==> src/sv/vector3_normalize_assert.svh <==
`ifndef VECTOR3_NORMALIZE_ASSERT_SVH
`define VECTOR3_NORMALIZE_ASSERT_SVH

// Clocked implication check, off while reset is held.
`define V3N_ASSERT_IMP(lbl, ante, cons) \
  lbl: assert property (@(posedge clk) disable iff (!rst_n) (ante) |-> (cons)) \
    else $error("vector3_normalize check failed");

// Check that holds at every edge out of reset.
`define V3N_ASSERT_ALW(lbl, cond) \
  lbl: assert property (@(posedge clk) disable iff (!rst_n) (cond)) \
    else $error("vector3_normalize check failed");

`endif

==> src/sv/v3n_pkg.sv <==
package v3n_pkg;

  localparam int unsigned CompW    = 32;
  localparam int unsigned SumW     = 2 * CompW;
  localparam int unsigned QuoW     = 31;
  localparam int unsigned SqStages = CompW;
  localparam int unsigned DivStages = QuoW;
  localparam int unsigned Latency  = 3 + SqStages + DivStages + 1;

  typedef struct packed {
    logic [2:0] neg;
    logic       zero;
  } v3n_meta_t;

endpackage

==> src/sv/v3n_isqrt.sv <==
module v3n_isqrt import v3n_pkg::*; (
  input  logic                clk,
  input  logic [SumW-1:0]     sum,
  output logic [CompW-1:0]    root
);

  logic [SumW-1:0]  n_s    [SqStages+1];
  logic [CompW+1:0] rem_s  [SqStages+1];
  logic [CompW-1:0] root_s [SqStages+1];

  assign n_s[0]    = sum;
  assign rem_s[0]  = '0;
  assign root_s[0] = '0;

  for (genvar i = 0; i < SqStages; i++) begin : g_stage
    logic [CompW+3:0] rem_sh;
    logic [CompW+3:0] trial;
    logic             take;

    always_comb begin
      rem_sh = {rem_s[i], n_s[i][SumW-1 -: 2]};
      trial  = {2'b00, root_s[i], 2'b01};
      take   = (rem_sh >= trial);
    end

    always_ff @(posedge clk) begin
      n_s[i+1]    <= {n_s[i][SumW-3:0], 2'b00};
      rem_s[i+1]  <= take ? CompW'(0) + (rem_sh[CompW+1:0] - trial[CompW+1:0])
                          : rem_sh[CompW+1:0];
      root_s[i+1] <= {root_s[i][CompW-2:0], take};
    end
  end

  assign root = root_s[SqStages];

endmodule

==> config.mk <==
export PLATFORM = sky130hd
export DESIGN_NAME = v3n_isqrt
export DESIGN_NICKNAME = d
export VERILOG_FILES = /design/src/sv/vector3_normalize_assert.svh /design/src/sv/v3n_pkg.sv /design/src/sv/v3n_isqrt.sv
export SDC_FILE = /design/constraint.sdc
export NUM_CORES = 2
export LEC_CHECK = 0
export BUFFER_PORTS_ARGS = -buffer_cell sky130_fd_sc_hd__clkbuf_2
export CORE_ASPECT_RATIO = 0.75
export CORE_MARGIN = 3
export CORE_UTILIZATION = 57
export DETAILED_ROUTE_END_ITERATION = 8
export GPL_ROUTABILITY_DRIVEN = 0
export GPL_TIMING_DRIVEN = 1
export PLACE_DENSITY_LB_ADDON = 0.1
export SLEW_MARGIN = 20
export SYNTH_ARGS = -nofsm -noshare
export SYNTH_HDL_FRONTEND = slang
export SYNTH_SLANG_ARGS = --single-unit
==> constraint.sdc <==
create_clock -name clk -period 4.1 [get_ports clk]
set_input_delay 0.615 -clock clk [delete_from_list [all_inputs] [get_ports clk]]
set_output_delay 0.615 -clock clk [all_outputs]
set_load 0.005 [all_outputs]
======== Word-level counts from Yosys, hierarchy flattened ========
Cells that the tools add are included.
Widths: inputs -> output; s select.
word-level totals
  flip-flop bits (word level) ............. 2543
  output and inout port bits .............. 32
  input port bits ......................... 65
cells by class
  muxes and demuxes ....................... 31
  order comparisons ....................... 32
  add/sub/neg operators ................... 31
operator list
  operator          number
  $mux 34           30
  $ge 36x10->1      1
  $ge 36x11->1      1
  $ge 36x12->1      1
  $ge 36x13->1      1
  $ge 36x14->1      1
  $ge 36x15->1      1
  $ge 36x16->1      1
  $ge 36x17->1      1
  $ge 36x18->1      1
  $ge 36x19->1      1
  $ge 36x20->1      1
  $ge 36x21->1      1
  $ge 36x22->1      1
  $ge 36x23->1      1
  $ge 36x24->1      1
  $ge 36x25->1      1
  $ge 36x26->1      1
  $ge 36x27->1      1
  $ge 36x28->1      1
  $ge 36x29->1      1
  $ge 36x3->1       1
  $ge 36x30->1      1
  $ge 36x31->1      1
  41 further kinds  41

======== Logic depth before layout (Yosys ltp) ========
  depth after elaboration ................. 2
  depth in mapped cells ................... 14
  mapped depth without buffers ............ 13

======== Worst setup path before layout ========
Ideal clock, no wire load.
  kind .................................... register -> register
  start ................................... register rem_s, in the netlist g_stage[10].rem_sh[20]
  end ..................................... register rem_s, in the netlist g_stage[11].rem_sh[21]
  period minus slack after synthesis ...... 3140 ps
  data arrival time ....................... 3021 ps
  setup slack ............................. 960 ps
  cell stages (with the launch flop) ...... 12
  path through ............................ dfxtp_1 -> or4_1 -> buf_4 -> nand3b_4 -> or4_1 -> nand4_1 -> nor4_2 -> a211oi_2 -> or3b_1 -> buf_6 -> or3_1 -> xnor2_1
between the ends
  word-level cells in the longest chain between the ends .. 2
RTL lines
  what                             line             RTL
  start, declared                  v3n_isqrt.sv:8   logic [CompW+1:0] rem_s [SqStages+1];
  start signal, assigned by index  v3n_isqrt.sv:28  rem_s[i+1] <= take ? CompW'(0) + (rem_sh[CompW+1:0] - trial[CompW+1:0])
  $ge 36x12->1                     v3n_isqrt.sv:23  take = (rem_sh >= trial);
  $mux 34                          v3n_isqrt.sv:28
Every way passes these cells.
A chain may end at the register's enable or synchronous reset.

======== Final worst setup path ========
  start ................................... register root_s, in the netlist g_stage[20].trial[5]
  end ..................................... register rem_s, in the netlist g_stage[21].rem_sh[29]
between the ends
  word-level cells in the longest chain between the ends .. 2
  elaborated cells on any way between the ends .. 3
  classes of those cells .................. add/sub (1); order compare (1); mux (1)
RTL lines
  what                                                   line                              RTL
  start, declared                                        v3n_isqrt.sv:9                    logic [CompW-1:0] root_s [SqStages+1];
  start signal, assigned by index                        v3n_isqrt.sv:30                   root_s[i+1] <= {root_s[i][CompW-2:0], take};
  $sub 34x22->34 / $ge 36x22->1 (equally long branches)  v3n_isqrt.sv:28, v3n_isqrt.sv:23
  $mux 34 *                                              v3n_isqrt.sv:28
Mark *: on every way between the ends. The rest lies on a longest branch, timed or not.

==> metrics.csv <==
stage,metric,value,unit
yosys,Synth cell types,94,
power,Pint,0.0466,W
power,P_leak,49.1,nW
worst_setup_path,peak fanout along the critical path,6,
drt,routed wire length,194000,um
power,PwrDens,620,nW/um2
job,Max Cap Viol,0,
layout,share of post-route cells with drive strength above 1,0.0666,
timing,hold_ws,0.312,ns
floorplanning,Die Wd,471,um
floorplanning,Die Span Y,355,um
drt,Residual DRC,0,
timing,max_slew headroom,0.315,
clock_network,CTS Buf Count,219,
power,switching pwr,0.0181,W
power,maximum VDD drop,0.000497,V
clock_network,clock root buffer,clkbuf_16,
power,Flop pwr share,0.490,
worst_setup_path,Required @ worst endpoint,4.86,ns
global_routing,vias in the first global route,61000,
global_routing,initial antenna violation count,2,
global_routing,largest net degree at the start of global routing,53,
floorplanning,Die ar.,167000,um2
yosys,Post-Synthesis Cells,9100,
worst_setup_path,crit path kind,flip-flop to flip-flop,
layout,Seq. cell area,50500,um2
floorplanning,area of the core,160000,um2
global_routing,first-pass GRT wire length,316000,um
clock_network,Clock Pin Slew Worst Setup and Hold Paths,0.06,ns
layout,Syn-to-layout area delta,12.8,%
floorplanning,Site Rows,127,
placed_design,DP Worst Slack,0.615,ns
global_routing,grt ovf,0,
drt,Post-DRT Antenna Nets,0,
drt,Initial DRC Count,4577,
placed_design,Port-buffer cells,96,
clock_network,CTS tree,done,
timing,Worst Skew,0.0283,ns
timing,"Min Clock Period, post-route",3.60,ns
timing,final-report setup violation count,0,
clock_network,CTS max path bufs,3,
clock_network,H-tree levels,4,
timing,fin. max-slew vios,0,
placed_design,HPWL Detailed,145000,um
yosys,Ys Warns,0,
yosys,largest cells by area after synthesis,"dfxtp_1 55%, ha_1 7.6%, xnor2_1 4.1%",
drt,via/cell ratio,5.41,
timing,Tightest Pin Transition,1.02,ns
timing,endpoints failing hold,0,
clock_network,cts repair resizes,0,
floorplanning,Initial Utilization,0.576,
yosys,ys async rst share,0,
clock_network,# clock sinks,2523,
worst_setup_path,Worst Setup End Kind,flip-flop,
yosys,"Primary FF master, synth",dfxtp_1,
power,switching share of total power,0.280,
timing,highest clock rate,278,MHz
drt,TritonRoute pass-1 iters,7,
yosys,Synth area leader,dfxtp_1,
yosys,Synth top area share,0.547,
worst_setup_path,CP arrival,4.36,ns
timing,"Period Utilization, post-route",0.878,
clock_network,worst skew pair latency,0.85,ns
layout,multi-input combinational cell area,38700,um2
layout,fin nets,9980,
layout,Fill cells,12900,
clock_network,hold_buf cts,65,
power,Clock power frac,0.350,
yosys,register area share after synthesis,0.547,
timing,RSZ-0062 raised after global routing,false,
drt,WL/cell,16.6,um
hold_path,class of the worst hold path,flip-flop to flip-flop,
outcome,status,"complete, no violations",
timing,setup ws final,0.501,ns
worst_setup_path,CP Launch Type,flip-flop,
yosys,Synth Register Bits,2523,
floorplanning,Ports,97,
timing,setup TNS,0,ns
clock_network,setup bufs post-CTS,0,
power,power share of the combinational group,0.160,
yosys,Synth Area per Inst,10.2,um2
global_routing,GRT Total Usage,0.229,
yosys,Mapped Area,92400,um2
drt,Vias,63100,
yosys,Post-synth EDFFs,0,
yosys,Syn Nets,9727,
per-layer routing:
metal	GRT usage	wire length (um)	up-vias
li1	-	-	31700
met1	0.326	93800	29600
met2	0.362	85200	1600
met3	0.0395	10800	319
met4	0.0576	4080	2
met5	0	13	-
sequential cells by signal, indices dropped and copies added, names as in the netlist:
signal,flops
n_s,930
root,32
g_stage.trial,496
g_stage.rem_sh,1065
cell type report:
| type | count | share of cell area |
|---|---|---|
| Sequential cell | 2523 | 0.485 |
| Multi-Input combinational cell | 5693 | 0.371 |
| Clock inverter | 123 | 0.0194 |
| Inverter | 703 | 0.0253 |
| Clock buffer | 289 | 0.0590 |
| Antenna cell | 3 | 0.0000720 |
| Tap cell | 2128 | 0.0255 |
| Timing Repair Buffer | 213 | 0.0152 |
critical path, cell delays in order (launching register included):
cell and delay [ns]:
dfxtp_1 0.51, inv_1 0.08, ha_1 0.41, o211ai_1 0.12, a21oi_1 0.13, a211oi_1 0.10
o31ai_1 0.52, a211oi_1 0.32, o41ai_2 0.42, or3b_1 0.49, nor3_1 0.23, xor2_1 0.18
layout by cell type, fill, tap and decap left out, drive strengths merged, types with 53 or more instances in the layout:
cell,count
a21oi,602
nand2,601
o21a,90
xor2,429
nand4,98
or4,67
ha,562
nor2b,83
inv,717
clkbuf,385
nor3,202
o21ai,440
nand2b,106
or3,99
a21o,226
xnor2,435
nor4,126
nor2,612
a31oi,53
mux2,84
nand3,148
dfxtp,2523
dlygate4sd3,65
cells in the mapped netlist, drive strengths merged (9+ instances only):
cell / instances
a211o: 20
nand4b: 13
ha: 562
a31o: 17
inv: 703
mux2i: 11
a221oi: 13
clkbuf: 162
a211oi: 45
nand2: 601
o311ai: 9
o21a: 90
o21ai: 440
and3: 40
o41ai: 15
buf: 19
nor2: 612
mux2: 84
nand3b: 27
or3: 99
or4: 67
nor2b: 83
o211ai: 45
or2: 48
a21boi: 18
nor3b: 13
nor3: 202
o31ai: 33
and2: 27
o2111ai: 19
nor4: 126
xnor2: 435
o21bai: 52
a21o: 226
o31a: 13
and4: 15
dfxtp: 2523
a31oi: 53
nand4: 98
nand3: 148
a2111oi: 12
a21oi: 602
xor2: 429
nand2b: 106
power by group through the flow:
| stage | clock [W] | sequential (W) | combinational (W) |
|---|---|---|---|
| floorplan | 0 | 0.0310 | 0.00806 |
| global placement | 0 | 0.0321 | 0.00990 |
| detailed placement | 0 | 0.0321 | 0.0101 |
| CTS | 0.0232 | 0.0317 | 0.0103 |
| global route | 0.0242 | 0.0321 | 0.0115 |
| finish | 0.0226 | 0.0317 | 0.0103 |
path summary, 6_finish.rpt:
check                                               to  cells after the start  slack [ns]                 start
worst max-delay path            g_stage[21].rem_sh[29]                     11        0.50  g_stage[20].trial[5]
worst min-delay path             g_stage[10].rem_sh[1]                      0        0.31             n_s[1533]
worst max register to register  g_stage[21].rem_sh[29]                     11        0.50  g_stage[20].trial[5]
worst min register to register   g_stage[10].rem_sh[1]                      0        0.31             n_s[1533]
metrics by stage:
stage          total power (W)  cell area (um2)   util  std cells
2_1_floorplan           0.0390            92400      -       9100
3_3_place_gp            0.0420            95400  0.594      11200
3_5_place_dp            0.0423            95400  0.594      11200
4_1_cts                 0.0651           104000  0.649      11700
5_1_grt                 0.0678           104000  0.649      11700
6_report                0.0646           104000  0.649      11700
cells by family (layout without fill, tap and decap cells):
family,Yosys count,after routing,synth area share
xor gates and xnor gates,864,864,0.0819
buffers and inverters,884,1328,0.0361
adders and majority gates,562,562,0.0761
AOI/OAI and AO/OA,1815,1815,0.122
muxes,95,95,0.0114
DFF,2523,2523,0.547
other,1,4,0.0000406
and+or+nand+nor,2356,2356,0.126
(Power assumes the default switching activity.)
