`config.mk`:
```
export PLATFORM = sky130hd
export DESIGN_NAME = v3n_div_lane
export DESIGN_NICKNAME = d
export VERILOG_FILES = /design/src/sv/vector3_normalize_assert.svh /design/src/sv/v3n_pkg.sv /design/src/sv/v3n_div_lane.sv
export SDC_FILE = /design/constraint.sdc
export NUM_CORES = 2
export LEC_CHECK = 0
export BUFFER_PORTS_ARGS = -buffer_cell sky130_fd_sc_hd__buf_2
export CAP_MARGIN = 40
export CORE_ASPECT_RATIO = 0.9
export CORE_MARGIN = 2
export CORE_UTILIZATION = 40
export CTS_BUF_LIST = sky130_fd_sc_hd__clkbuf_8
export CTS_CLUSTER_DIAMETER = 120
export DETAILED_ROUTE_END_ITERATION = 10
export GPL_ROUTABILITY_DRIVEN = 0
export PLACE_DENSITY = 0.55
export SYNTH_ARGS = -nofsm -noshare
export SYNTH_HDL_FRONTEND = slang
export SYNTH_SLANG_ARGS = --single-unit
```
`constraint.sdc`:
```
create_clock -name clk -period 5.04 [get_ports clk]
set_clock_uncertainty 0.1 [all_clocks]
set_input_delay 0.504 -clock clk [delete_from_list [all_inputs] [get_ports clk]]
set_output_delay 0.504 -clock clk [all_outputs]
set_load 0.01 [all_outputs]
```
`src/sv/vector3_normalize_assert.svh`:
```
`ifndef VECTOR3_NORMALIZE_ASSERT_SVH
`define VECTOR3_NORMALIZE_ASSERT_SVH

// Clocked implication check, off while reset is held.
`define V3N_ASSERT_IMP(lbl, ante, cons) \
  lbl: assert property (@(posedge clk) disable iff (!rst_n) (ante) |-> (cons)) \
    else $error("vector3_normalize check failed");

// Check that holds at every edge out of reset.
`define V3N_ASSERT_ALW(lbl, cond) \
  lbl: assert property (@(posedge clk) disable iff (!rst_n) (cond)) \
    else $error("vector3_normalize check failed");

`endif

```
`src/sv/v3n_pkg.sv`:
```
package v3n_pkg;

  localparam int unsigned CompW    = 32;
  localparam int unsigned SumW     = 2 * CompW;
  localparam int unsigned QuoW     = 31;
  localparam int unsigned SqStages = CompW;
  localparam int unsigned DivStages = QuoW;
  localparam int unsigned Latency  = 3 + SqStages + DivStages + 1;

  typedef struct packed {
    logic [2:0] neg;
    logic       zero;
  } v3n_meta_t;

endpackage

```
`src/sv/v3n_div_lane.sv`:
```
module v3n_div_lane import v3n_pkg::*; (
  input  logic             clk,
  input  logic [CompW-1:0] mag_in,
  input  logic [CompW-1:0] divisor,
  output logic [QuoW-1:0]  quo
);

  // dividend is mag_in << 30; the quotient never exceeds 2^30
  logic [CompW-1:0] rem_s [DivStages+1];
  logic [QuoW-1:0]  dbit_s [DivStages+1];
  logic [QuoW-1:0]  quo_s [DivStages+1];
  logic [CompW-1:0] dvs_s [DivStages+1];

  assign rem_s[0]  = {1'b0, mag_in[CompW-1:1]};
  assign dbit_s[0] = {mag_in[0], {(QuoW-1){1'b0}}};
  assign quo_s[0]  = '0;
  assign dvs_s[0]  = divisor;

  for (genvar k = 0; k < DivStages; k++) begin : g_stage
    logic [CompW:0] rem_sh;
    logic           take;

    always_comb begin
      rem_sh = {rem_s[k], dbit_s[k][QuoW-1]};
      take   = (rem_sh >= {1'b0, dvs_s[k]});
    end

    always_ff @(posedge clk) begin
      rem_s[k+1]  <= take ? CompW'(rem_sh - {1'b0, dvs_s[k]}) : rem_sh[CompW-1:0];
      dbit_s[k+1] <= {dbit_s[k][QuoW-2:0], 1'b0};
      quo_s[k+1]  <= {quo_s[k][QuoW-2:0], take};
      dvs_s[k+1]  <= dvs_s[k];
    end
  end

  assign quo = quo_s[DivStages];

endmodule

```
# Yosys cells after proc, flatten, opt, wreduce, memory -nomap -nowiden
# Index checks and enable logic that the tools add are counted.
classes:
  addsub: 30
  n_mux: 30
  order_cmp: 31
ops:
  columns: ["op", "n"]
  rows:
  - ["greater-or-equal comparator 33 x 32 -> 1 bit", 30]
  - ["2-to-1 mux 32 bit", 30]
  - ["subtractor 32 bit", 30]
  - ["greater-or-equal comparator 32 bit", 1]
totals:
  in_bits: 65
  word_cells: 211
  reg_bits: 2416
  output_inout_bits: 31

# Longest topological paths before layout
logic_depth:
  depth_word: 2
  ltp_mapped: 15
  ltp_nobuf: 13

# Worst setup path before layout
# OpenSTA, ideal clock, no wires.
synth_timing:
  path_type: "register -> register"
  startpoint: "register dvs_s[577] in the netlist's numbering"
  endpoint: "register rem_s (netlist bit g_stage[14].rem_sh[10])"
  synth_period_minus_slack_ps: 3542
  path_stages_with_launch: 14
  t_arrival_ps: 3322
  required_time_ps: 4819
  setup_slack_ps: 1498
  n_path_buf: 1
  setup_ps: 121
  cell_sequence: "dfxtp_1 > inv_1 > ha_1 > nor2b_1 > o31a_1 > o31ai_2 > a211o_2 > a211oi_1 > o21ai_2 > o21ai_2 > or4_4 > a311oi_4 > buf_6 > mux2_2"
synth_between:
  elab_chain_cells: 2
  word_cells_on_any_way: 3
  classes_between: "add/sub (1); order compare (1); mux (1)"
synth_lines:
  columns: ["item", "line", "source"]
  rows:
  - ["start, declared", "v3n_div_lane.sv:12", "logic [CompW-1:0] dvs_s [DivStages+1];"]
  - ["start signal, assigned by index", "v3n_div_lane.sv:32", "dvs_s[k+1] <= dvs_s[k];"]
  - ["subtractor 32 bit / greater-or-equal comparator 33 x 32 -> 1 bit (equally long branches)", "v3n_div_lane.sv:29, v3n_div_lane.sv:25", null]
  - ["2-to-1 mux 32 bit *", "v3n_div_lane.sv:29", "rem_s[k+1] <= take ? CompW'(rem_sh - {1'b0, dvs_s[k]}) : rem_sh[CompW-1:0];"]
  - ["end signal, assigned by index", "v3n_div_lane.sv:29", null]
  - ["end, declared", "v3n_div_lane.sv:9", "logic [CompW-1:0] rem_s [DivStages+1];"]
# Mark *: on every way between the ends. The rest lies on a longest branch, timed or not.
# A chain may end at the register's enable or synchronous reset.

# Worst setup path in the final report
layout_timing:
  startpoint: "input divisor[0]"
  endpoint: "register rem_s (netlist bit g_stage[1].rem_sh[17])"
layout_between:
  elab_chain_cells: 2
  word_cells_on_any_way: 3
  classes_between: "add/sub (1); order compare (1); mux (1)"
layout_lines:
  columns: ["item", "line", "source"]
  rows:
  - ["start, declared", "v3n_div_lane.sv:4", "input logic [CompW-1:0] divisor,"]
  - ["subtractor 32 bit / greater-or-equal comparator 32 bit (equally long branches)", "v3n_div_lane.sv:29, v3n_div_lane.sv:25", null]
  - ["2-to-1 mux 32 bit *", "v3n_div_lane.sv:29", null]
# Marked as above.

==> results.md <==
Clocking:
- The count of H-tree levels built during CTS is 5.
- The maximum number of buffers from clock root to sink is 4.
- The clock latency on the worst-skew pair is 1.02 ns.
- The cell chosen for the clock root is sky130_fd_sc_hd__clkbuf_8.
- The count of clock tree sinks is 2416.
- The clock buffer count from CTS is 398.
- The clock tree from TritonCTS is yes.
- The clock edge transition at the registers on the reported setup and hold paths is 0.06 ns.
- The setup fix buffers added after clock tree synthesis is 0.

Drt:
- After detailed routing, the average wire length per cell comes to 17.2 um.
- In this run the remaining antenna-violating nets after routing total 0.
- The routed design has 283000 um of wire.
- The first routing iteration left 5990 violations.
- The total met2 wirelength after detailed routing is 129000 um.
- Before antenna repair, the detailed router went through 6 iterations.
- The total number of vias is 84.8k.
- The highest routed metal layer is met5.
- In the routed layout, each cell is associated on average with a via count of 5.15.
- The routed length on met3 is 15200 um.
- For this block, wires on met1 add up to 127000 um.
- The remaining design rule violation count is 0.

Cells and area:
- Of the cells placed in the final design, the portion with a size suffix greater than 1 is 0.107.
- The count of fill cells added during filler insertion is 26.7k.
- The final design area excluding fillers is 127000 sq um.
- Summing all multi-input logic gate instances after layout gives 57900 sq um.
- The area added between synthesis and finish is 12.8%.
- The net count reported at finish is 13.5k.
- In the final layout, flip-flops and latches occupy 48400 sq um.

Power and ir drop:
- The worst-case IR drop observed on VDD is 0.331 mV.
- Cell internal power was estimated by the tool at 0.0579 W.
- The combinational group share of total power is 0.489.
- The switching part of the total power is 0.395.
- The clock network power share is 0.197.
- The share of total power dissipated in sequential elements is 0.314.
- The switching component of the power is 0.0378 W.
- The power density of the placed cells is 756 nW/um^2.
- For this design the static power due to leakage is 58.3 nW.

STA:
- Based on the critical path, the design can be clocked at up to 0.234 GHz.
- Measured against its own limit, the worst slew margin works out to 0.412.
- Of the available clock period, the critical path in the final layout requires 0.848.
- The final-report hold violation count is 0.
- Setup repair after global routing left no endpoint under its margin.
- Setup violations remaining at the end of the flow were counted as 0.
- The post-route minimum period is 4.27 ns.
- The count of pins over their slew limit is 0.
- The transition at the pin with the smallest max-transition slack is 0.859 ns.
- The setup TNS is 0 ns.

Worst setup path:
- The startpoint kind of the worst setup timing path is a primary input.
- The setup path with the least slack is of type primary input to flop.
- In this run the worst path has a maximum fanout of 35.
- STA puts the critical path data required time at 5.79 ns.
- The arrival time at the worst endpoint is 5.02 ns.
- The worst setup path is captured at a flop.

Logic synthesis:
- Yosys printed 0 warnings.
- In the post-synthesis netlist, the cell with the most instances is sky130_fd_sc_hd__dfxtp_1.
- For this run, the leading register cell type out of synthesis is sky130_fd_sc_hd__dfxtp_1.
- The fraction of synthesis flops using an asynchronous set or reset pin is 0.
- The synthesized design spends more area on one cell type than any other, namely sky130_fd_sc_hd__dfxtp_1.
- For this run, the register share of the synthesized area comes to 0.431.
- The number of distinct library cells after synthesis is 94.
- The share of synthesized area in the top cell type comes to 0.431.
- The average instance in the mapped netlist occupies 9.31 sq um.
- The net count after synthesis is 13.1k.
- Synthesis handed over a netlist of 12.0k instances.
- The count of flip-flops with a built-in enable after synthesis is 0.
- Sorting the synthesized cells by area gives the leading types as sky130_fd_sc_hd__dfxtp_1, sky130_fd_sc_hd__ha_1, sky130_fd_sc_hd__mux2_2.
- After synthesis, the most frequently instantiated cells are sky130_fd_sc_hd__dfxtp_1, sky130_fd_sc_hd__inv_1, sky130_fd_sc_hd__ha_1.
- Summing every instance area after synthesis gives 112000 sq um.
- Synthesis inferred 2416 register bits.

GRT:
- Entering global routing, the biggest net connects 60 pins.
- The sum of overflow across all layers after global routing is 0.
- The global-route wire length before repair is 446000 um.
- The via count of the first global-routing pass is 83.0k.
- The total routing usage reported by global routing is 0.193.
- The initial antenna violation count is 5.

Floorplanning:
- The x dimension of the die is 562 um.
- The row count is 184.
- The starting density of the core is 0.402.
- The chip height is 506 um.
- For this design the top-level I/O count stands at 96.
- The core region is 279000 sq um.
- The die covers 285000 sq um.

Run:
- The number of max-cap violations is 0.

Min path:
- The worst hold path belongs to the class primary input to flop.

Place:
- The post-DP HPWL is 221000 um.
- In this run the cell area measured after placement is 117000 sq um.
- The number of buffer cells added on primary ports is 95.

Outcome:
- The flow ran to the end, and the final reports show no timing, DRC or antenna violations.
## critical path, cell delays in order
cell and delay (ns):
sky130_fd_sc_hd__dlygate4sd3_1 0.58, sky130_fd_sc_hd__buf_2 0.15, sky130_fd_sc_hd__ha_1 0.22, sky130_fd_sc_hd__fa_1 0.43
sky130_fd_sc_hd__nor2b_1 0.17, sky130_fd_sc_hd__o31ai_1 0.13, sky130_fd_sc_hd__a21oi_1 0.21, sky130_fd_sc_hd__a21oi_1 0.20
sky130_fd_sc_hd__o211ai_1 0.56, sky130_fd_sc_hd__o2111ai_1 0.28, sky130_fd_sc_hd__a31oi_4 0.21, sky130_fd_sc_hd__buf_4 0.42
sky130_fd_sc_hd__mux2_2 0.39, sky130_fd_sc_hd__dlygate4sd3_1 0.55
## cell usage in the layout, fill, tap and decap left out, types with 124 or more instances in the layout
cell type                  count
sky130_fd_sc_hd__o21ai_0     717
sky130_fd_sc_hd__nand2_1     730
sky130_fd_sc_hd__xor2_1      294
sky130_fd_sc_hd__nor3_1      148
sky130_fd_sc_hd__clkbuf_8    486
sky130_fd_sc_hd__xnor2_1     467
sky130_fd_sc_hd__nand3_1     202
sky130_fd_sc_hd__a21o_1      447
sky130_fd_sc_hd__o21a_1      151
sky130_fd_sc_hd__nor2b_1     155
sky130_fd_sc_hd__a21oi_1     973
sky130_fd_sc_hd__nand2b_1    143
sky130_fd_sc_hd__nor2_1      724
sky130_fd_sc_hd__nand4_1     124
sky130_fd_sc_hd__inv_1      1365
sky130_fd_sc_hd__ha_1        991
sky130_fd_sc_hd__dfxtp_1    2416
sky130_fd_sc_hd__mux2_2      461
sky130_fd_sc_hd__o21bai_1    134
## cell families after synthesis
kind of cell    synth area share
fa+ha+maj                  0.116
mux                       0.0494
compound gates             0.181
simple gates               0.109
buf+inv                   0.0542
flops                      0.431
xor+xnor                  0.0594
## layer usage
layer	GRT usage	vias to the layer above
li1	-	42700
met1	0.250	39300
met2	0.322	2250
met3	0.0287	585
met4	0.0760	4
met5	0	-
## state kept, by name (all words and copies together), names as in the netlist
register	flops
quo_s	465
quo	31
dvs_s	960
g_stage.rem_sh	960
## metrics by stage
step	setup WS [ns]	utilization	total power (W)	std cells	hold slack, ns
6_report	0.767	0.454	0.0957	16500	0.103
5_1_grt	0.571	0.454	0.103	16500	0.0434
4_1_cts	0.897	0.454	0.0962	16400	0.000997
3_5_place_dp	0.935	0.418	0.0766	15600	0.212
3_3_place_gp	0.979	0.418	0.0759	15600	0.210
2_1_floorplan	1.50	-	0.0651	12000	0.210
## repair_timing
action                                 4_1_cts  5_1_grt
hold buffers                                91        0
endpoints found under the hold margin       64        0
gates resized for setup                      0        0
## cell type report
cell class                 instances  area share
antenna                           10    0.000198
clock buffer                     486      0.0528
clock inverter                   229      0.0178
inverter                        1289      0.0382
multi-input combinational       8065       0.457
sequential                      2416       0.382
tap                             3720      0.0368
timing repair buffer             240      0.0146
## path summary, 6_finish.rpt
path,cells past startpoint,endpoint,slack [ns],startpoint
worst max-delay path,14,g_stage[1].rem_sh[17],0.77,divisor[0]
worst min-delay path,2,dvs_s[983],0.10,divisor[23]
worst max register to register,11,g_stage[12].rem_sh[6],0.82,dvs_s[641]
worst min register to register,0,quo_s[166],0.17,quo_s[196]
## power groups by stage
stage                     registers [W]  logic, W  clock network (W)
after floorplan                  0.0281    0.0370                  0
after global placement           0.0306    0.0454                  0
after detailed placement         0.0305    0.0461                  0
after CTS                        0.0302    0.0466             0.0195
after global routing             0.0306    0.0522             0.0204
final                            0.0300    0.0468             0.0189
Power figures use the tool's default switching activity.
